[config.mk]
export PLATFORM = sky130hd
export DESIGN_NAME = pal_cell
export DESIGN_NICKNAME = d
export VERILOG_FILES = /design/src/rtl/point_array_list_defines.svh /design/src/rtl/pal_pkg.sv /design/src/rtl/pal_cell.sv
export SDC_FILE = /design/constraint.sdc
export NUM_CORES = 1
export LEC_CHECK = 0
export ABC_AREA = 1
export BUFFER_PORTS_ARGS = -buffer_cell sky130_fd_sc_hd__buf_4
export CAP_MARGIN = 20
export CORE_AREA = 2 2 134 136
export CTS_BUF_LIST = sky130_fd_sc_hd__clkbuf_4 sky130_fd_sc_hd__clkbuf_8
export CTS_CLUSTER_DIAMETER = 30
export DETAILED_ROUTE_END_ITERATION = 10
export DIE_AREA = 0 0 136 138
export PLACE_DENSITY_LB_ADDON = 0.1
export SLEW_MARGIN = 20
export SYNTH_ARGS = -nofsm -noshare
export SYNTH_HDL_FRONTEND = slang
export SYNTH_SLANG_ARGS = --single-unit
[constraint.sdc]
create_clock -name clock -period 6.2 [get_ports clock]
set_input_delay 0.31 -clock clock [delete_from_list [all_inputs] [get_ports clock]]
set_output_delay 0.31 -clock clock [all_outputs]
set_load 0.05 [all_outputs]
[src/rtl/point_array_list_defines.svh]
// Assertion macros used by the point list top level.
`ifndef POINT_ARRAY_LIST_DEFINES_SVH
`define POINT_ARRAY_LIST_DEFINES_SVH

// Same-cycle implication, checked on the rising clock edge outside reset.
`define PAL_ASSERT_IMP(lbl, ante, cons, msg) \
   lbl: assert property (@(posedge clock) disable iff (reset) (ante) |-> (cons)) \
      else $error(msg);

// Next-cycle implication, checked on the rising clock edge outside reset.
`define PAL_ASSERT_NEXT(lbl, ante, cons, msg) \
   lbl: assert property (@(posedge clock) disable iff (reset) (ante) |=> (cons)) \
      else $error(msg);

`endif

[src/rtl/pal_pkg.sv]
// Types, constants and codes shared by the point list cells and top level.
`default_nettype none
package pal_pkg;

   localparam int CAPACITY   = 64;
   localparam int IDX_W      = $clog2(CAPACITY);
   localparam int CNT_W      = $clog2(CAPACITY + 1);
   localparam int POS_W      = 6;
   localparam int CMD_W      = 3;
   localparam int STATUS_W   = 2;
   localparam int COORD_W    = 32;
   localparam int PT_W       = 2 * COORD_W;
   localparam int GROUP_SIZE = 8;
   localparam int NUM_GROUPS = (CAPACITY + GROUP_SIZE - 1) / GROUP_SIZE;

   typedef enum logic [CMD_W-1:0] {
      CMD_PUSH   = 3'd0,
      CMD_POP    = 3'd1,
      CMD_INSERT = 3'd2,
      CMD_ERASE  = 3'd3,
      CMD_READ   = 3'd4,
      CMD_FRONT  = 3'd5,
      CMD_BACK   = 3'd6,
      CMD_CLEAR  = 3'd7
   } pal_cmd_type;

   typedef enum logic [STATUS_W-1:0] {
      ST_OK    = 2'd0,
      ST_RANGE = 2'd1,
      ST_FULL  = 2'd2,
      ST_EMPTY = 2'd3
   } pal_status_type;

   // Operation broadcast to every cell of the row
   typedef enum logic [1:0] {
      OP_NONE   = 2'd0,
      OP_LOAD   = 2'd1,
      OP_INSERT = 2'd2,
      OP_ERASE  = 2'd3
   } pal_op_type;

   typedef struct packed {
      pal_op_type        op;
      logic [IDX_W-1:0]  pos;
      logic              rd_en;
      logic [IDX_W-1:0]  rd_idx;
      logic [PT_W-1:0]   point;
   } pal_cell_ctl_type;

endpackage
`default_nettype wire

[src/rtl/pal_cell.sv]
// One storage cell of the point row: holds a point, shifts with its neighbors.
`default_nettype none
module pal_cell (
   input  wire logic                           clock,
   input  wire logic [pal_pkg::IDX_W-1:0]      index,
   input  wire pal_pkg::pal_cell_ctl_type      ctl,
   input  wire logic [pal_pkg::PT_W-1:0]       left_data,
   input  wire logic [pal_pkg::PT_W-1:0]       right_data,
   output logic      [pal_pkg::PT_W-1:0]       data,
   output logic      [pal_pkg::PT_W-1:0]       rd_data
);
   import pal_pkg::*;

   logic [PT_W-1:0] data_ff;

   // Load, shift up on insert, shift down on erase, else hold
   always_ff @(posedge clock) begin
      case (ctl.op)
         OP_LOAD: begin
            if (index == ctl.pos) data_ff <= ctl.point;
         end
         OP_INSERT: begin
            if (index == ctl.pos) data_ff <= ctl.point;
            else if (index > ctl.pos) data_ff <= left_data;
         end
         OP_ERASE: begin
            if (index >= ctl.pos) data_ff <= right_data;
         end
         default: begin
            data_ff <= data_ff;
         end
      endcase
   end

   assign data = data_ff;

   // Drive the point onto the read bus only when addressed
   assign rd_data = (ctl.rd_en && (index == ctl.rd_idx)) ? data_ff : '0;

endmodule
`default_nettype wire

==> results_dict.tcl, run 1 <==
set metrics [dict create \
    grt_max_degree 75 \
    viasPerCell 4.62 \
    final_cells 1321 \
    synth-edff-count 64 \
    num_rows 49 \
    synthTopCellsByArea "edfxtp_1 (35%), nand3_1 (13%), inv_1 (12%)" \
    p_sw_mw 0.581 \
    internal_power_mw 0.986 \
    comb_power_share_pct 37.1 \
    ys_warn_count 0 \
    run_status "finished, final reports clean" \
    cts-root-buf "clkbuf_8" \
    syn_to_final_growth_pct 50.2 \
    slew_headroom_pct 34.8 \
    drive_gt1_share_pct 33.5 \
    layout_setup_ws_ns 2.82 \
    cts_tree "built" \
    pwr-share-clk_pct 26.0 \
    grt_pass1_vias 5636 \
    antennaDiodeCount 0 \
    slew_violations 0 \
    cp-end-kind "flip-flop" \
    synthFlopType "edfxtp_1" \
    antenna_found_initial 0 \
    rsz0062_at_grt "false" \
    clk_pin_slew_ns 0.08 \
    grt_pass1_wl_mm 30.0 \
    largest_register_ffs 64 \
    use_met2_pct 35.1 \
    cts_made_buffers 9 \
    peakVddDrop_uv 108 \
    max_freq_ghz 0.296 \
    ctsHoldBuffers 0 \
    p_sw_share_pct 37.1 \
    hold_viol_final 0 \
    start_kind "input pin" \
    tightest_slew_ns 0.979 \
    synth_area_per_cell_um2 6.87 \
    min_period_ns 3.38 \
    num_vias 6097 \
    synth_top_area_share_pct 35.5 \
    multi_input_area_um2 2460 \
    fillCellCount 1824 \
    yosysTopAreaCell "edfxtp_1" \
    die_w_um 136 \
    dp_slack_ns 2.06 \
    grt_usage_pct 20.3 \
    power_density_nw_per_um2 192 \
    cap_violations 0 \
    postSynth.asyncResetShare_pct 0 \
    place_hpwl_mm 13.9 \
    ys_ff_latch 64 \
    ys_types 20 \
    io_buffers 341 \
    synth.cell_area_um2 5420 \
    crit_end "data[45]" \
    cts_sinks 64 \
    drc 0 \
    ant_nets 0 \
    place.gp.congestion 0.775 \
    die_h_um 138 \
    totalNegativeSetupSlack_ns 0 \
    startpoint "index[1]" \
    p_leak_nw 4.23 \
    firstDrtPassIters 4 \
    avgRoutedWirePerCell_um 14.9 \
    hold_ws_ns 0.270 \
    hold_class "in -> reg" \
    core_um2 17500 \
    wl_mm 19.7 \
    gr-max-usage-layer "met2" \
    htreeDepth 3 \
    ys_seq_area_share_pct 35.5 \
    fin_crit_sh_pct 54.5 \
    ioPinCount 342 \
    cp.arrival_ns 3.47 \
    cts_buffer_depth 2 \
    grt_overflow_total 0 \
    cts_resized 0 \
    nets 1307 \
    cp_max_fo 73 \
    synth_nets 1009 \
    dp_cells 1304 \
    use_met1_pct 24.8 \
    regArea_um2 1920 \
    worst_ep_required_time_ns 6.29 \
    cts_setup_buffers 0 \
    initial_core_util_pct 30.9 \
    setup_viol 0 \
    drt-initial-drc-count 309 \
    power_frac_seq_pct 36.9 \
    synth_cells 789 \
    die_area_um2 18800 \
    grt.met3_usage_pct 5.28 \
    path_class "in -> reg" \
]
-- power groups by stage --
stage	Combinational [mW]	Sequential (mW)	Clock, mW
6_report	0.581	0.578	0.408
5_1_grt	0.628	0.583	0.439
4_1_cts	0.583	0.579	0.417
3_5_place_dp	0.582	0.588	0
3_3_place_gp	0.581	0.588	0
2_1_floorplan	0.193	0.751	0
-- stage by stage --
stage	utilization, %	power, mW	area [µm²]
global route	46.4	1.65	8140
floorplan	-	0.944	5420
detailed placement	45.1	1.17	7910
finish	46.4	1.57	8140
CTS	46.3	1.58	8120
global placement	45.1	1.17	7910
-- cells in the mapped netlist, types with 6 or more instances --
cell type and n:
ha_1 6, nand3_1 140, clkbuf_1 7, edfxtp_1 64
buf_6 8, buf_4 23, o21bai_1 53, a21oi_1 54
o21ai_0 55, inv_1 170, nand2_1 100, nor2_1 71
buf_2 22, o21ai_1 10
-- critical path, cell delays in order --
cell and delay (ns):
buf_4 0.12, ha_1 0.30, nand2_1 0.08, clkinv_2 0.51
buf_4 0.58, nand3_1 0.18, nand2_1 0.07, nand2_1 0.08
clkinv_2 0.68, buf_4 0.52
-- cells by family (layout without fill, tap and decap cells) --
kind of cell,count (synthesis),in the layout,share of synthesized area (%)
compound gates,174,174,18.6
fa+ha+maj,6,6,1.39
buf+inv,231,534,19.2
flops,64,64,35.5
simple gates,314,314,25.4
-- layer usage --
metal | wire, µm | vias to the layer above
met4 | 366 | 0
met3 | 1500 | 24
met5 | 0 | -
met2 | 9800 | 213
met1 | 8080 | 2733
li1 | - | 3127
-- how the worst min path moves through the flow --
stage                  start  endpoint  cells past startpoint
2_1_floorplan   left_data[0]   data[0]                      2
3_3_place_gp   left_data[60]  data[60]                      3
3_5_place_dp   left_data[41]  data[41]                      3
4_1_cts        left_data[41]  data[41]                      3
5_1_grt        left_data[44]  data[44]                      3
6_report       left_data[41]  data[41]                      3
-- layout make-up --
type	count	share of cell area (%)
tap	229	3.52
timing repair buffer	347	32.1
sequential	64	23.6
clock inverter	5	0.876
clock buffer	11	1.71
inverter	171	7.91
multi-input combinational	494	30.2
-- cells in the final DEF, fill, tap and decap left out, drive strengths merged --
| cell type | instances |
|---|---|
| o21bai | 53 |
| nand2 | 101 |
| inv | 169 |
| o22ai | 1 |
| bufinv | 2 |
| edfxtp | 64 |
| nand3 | 140 |
| clkbuf | 11 |
| o21ai | 65 |
| ha | 6 |
| a21oi | 54 |
| nor2 | 73 |
| buf | 347 |
| clkinv | 5 |
| a21boi | 1 |
No activity file was read; power rests on OpenSTA's default activity.
==> inputs of run 2 (changes only) <==
CORE_AREA = 2 2 135 137   (was 2 2 134 136)
DIE_AREA = 0 0 137 139   (was 0 0 136 138)
clock period = 2.8 ns   (was 6.2 ns; I/O delays follow)
==> run 2 against run 1 <==
Effect of this change: clock power grew 130%; global-route usage grew 0.14 points; largest power group unchanged; non-clock buffer count grew 5; largest cell class unchanged; final cell count grew 0.38%; critical path depth grew 1; clock-buffer cell count is the same; worst setup slack lost 1.9 ns; routed wire length grew 0.42%; total power grew 120%; highest routed layer unchanged; die area grew 1.5%; final area grew 0.88%; first-iteration DRC count shrank 17%.
==> results_dict.tcl, run 2 (synthesis results as in run 1) <==
set metrics [dict create \
    path_buf_inv 5 \
    hold_ws_ns 0.106 \
    dp_cells 1310 \
    rsz0062_at_grt "false" \
    cts_tree "built" \
    drt-initial-drc-count 255 \
    firstDrtPassIters 4 \
    clk_pin_slew_ns 0.08 \
    slew_violations 0 \
    syn_to_final_growth_pct 51.5 \
    crit_end "rd_data[44]" \
    cp.arrival_ns 1.76 \
    nets 1312 \
    antenna_found_initial 0 \
    die_h_um 139 \
    cts_resized 0 \
    cp_num_cells 11 \
    grt_overflow_total 0 \
    drc 0 \
    cap_violations 0 \
    regArea_um2 1920 \
    crit_chain "buf_4 -> inv_1 -> nand2_1 -> nand2_1 -> inv_1 -> nand2_1 -> nor2_1 -> nand2_2 -> buf_4 -> nor2_1 -> buf_4" \
    start_kind "input pin" \
    hold_start "left_data[46]" \
    cp_top_family "buffers and inverters" \
    core_um2 17700 \
    totalNegativeSetupSlack_ns 0 \
    num_rows 49 \
    post-route-util_pct 46.5 \
    grt_pass1_vias 5863 \
    ant_nets 0 \
    initial_core_util_pct 30.7 \
    cts_buffer_depth 2 \
    hold_viol_final 0 \
    ioPinCount 342 \
    final_cells 1326 \
    place_hpwl_mm 14.2 \
    avgRoutedWirePerCell_um 15.0 \
    tightest_slew_ns 0.697 \
    grt_max_degree 119 \
    cts_made_buffers 9 \
    num_vias 6146 \
    slew_headroom_pct 53.5 \
    io_buffers 341 \
    wl_mm 19.8 \
    cts_setup_buffers 0 \
    die_area_um2 19000 \
    final_area_um2 8210 \
    cp_max_fo 38 \
    final_common_cell "buf_4" \
    crit_slowest_cell "buf_4" \
    htreeDepth 3 \
    cp-end-kind "primary output" \
    startpoint "ctl[67]" \
    max_freq_ghz 0.525 \
    min_period_ns 1.90 \
    final_cell_mix "buf_4 (349), inv_1 (168), nand3_1 (140)" \
    grt_pass1_wl_mm 30.6 \
    fin_crit_sh_pct 68.0 \
    multi_input_area_um2 2460 \
    cts-root-buf "clkbuf_8" \
    place.gp.congestion 0.813 \
    antennaDiodeCount 0 \
    power_density_nw_per_um2 427 \
    grt_usage_pct 20.5 \
    setup_viol 0 \
    ctsHoldBuffers 0 \
    peakVddDrop_uv 227 \
    p_leak_nw 4.26 \
    worst_ep_required_time_ns 2.66 \
    hold_class "in -> reg" \
    placement.cell_area_um2 7990 \
    die_w_um 137 \
    cts_sinks 64 \
    viasPerCell 4.63 \
    path_class "in -> out" \
    max_stage_delay_ns 0.48 \
    run_status "finished, final reports clean" \
    largest_register_ffs 64 \
    drive_gt1_share_pct 34.1 \
    fillCellCount 1848 \
]
[run 2: changes by cell type in the layout (fill, tap and decap cells not counted)]
cell	before	now
buf_4	346	349
clkinv_1	3	0
buf_12	1	3
clkinv_4	0	1
clkinvlp_4	0	1
inv_2	1	2
[run 2: worst min-delay path by stage]
stage,to,slack [ns],cells after the start
after floorplan,data[0],0.38,2
after global placement,data[0],0.47,3
after detailed placement,data[46],0.47,3
after CTS,data[46],0.08,3
after global routing,data[53],0.09,3
final,data[46],0.11,3
[run 2: area by class of cell]
cell class | count | share of cell area, %
repair buffers | 352 | 32.6
multi-input cells | 494 | 30.0
flip-flops and latches | 64 | 23.4
inverters | 171 | 7.83
well taps | 229 | 3.49
clock buffers | 11 | 1.69
clock inverters | 5 | 0.990
[run 2: routing by layer]
layer | vias to the layer above | global-route usage [%] | wire length (µm)
met5 | - | 0 | 0
met4 | 0 | 6.78 | 420
met3 | 30 | 5.12 | 1690
met2 | 225 | 34.6 | 9610
met1 | 2753 | 25.3 | 8100
li1 | 3138 | - | -
[run 2: worst min-delay path: stages]
cell	delay, ns
buf_4	0.08
a21oi_1	0.03
o21bai_1	0.11
[run 2: through the flow]
stage,power [mW],worst slack [ns]
after CTS,3.55,0.854
after detailed placement,2.61,0.789
after global routing,3.69,0.609
after floorplan,2.09,0.110
final,3.51,0.895
after global placement,2.60,0.816
[run 2: where the power goes]
part | switching, mW | internal, mW | total, mW | leakage (nW)
sequential | 0.0729 | 1.20 | 1.27 | 0.583
combinational | 0.823 | 0.479 | 1.30 | 3.57
clock | 0.409 | 0.522 | 0.931 | 0.110
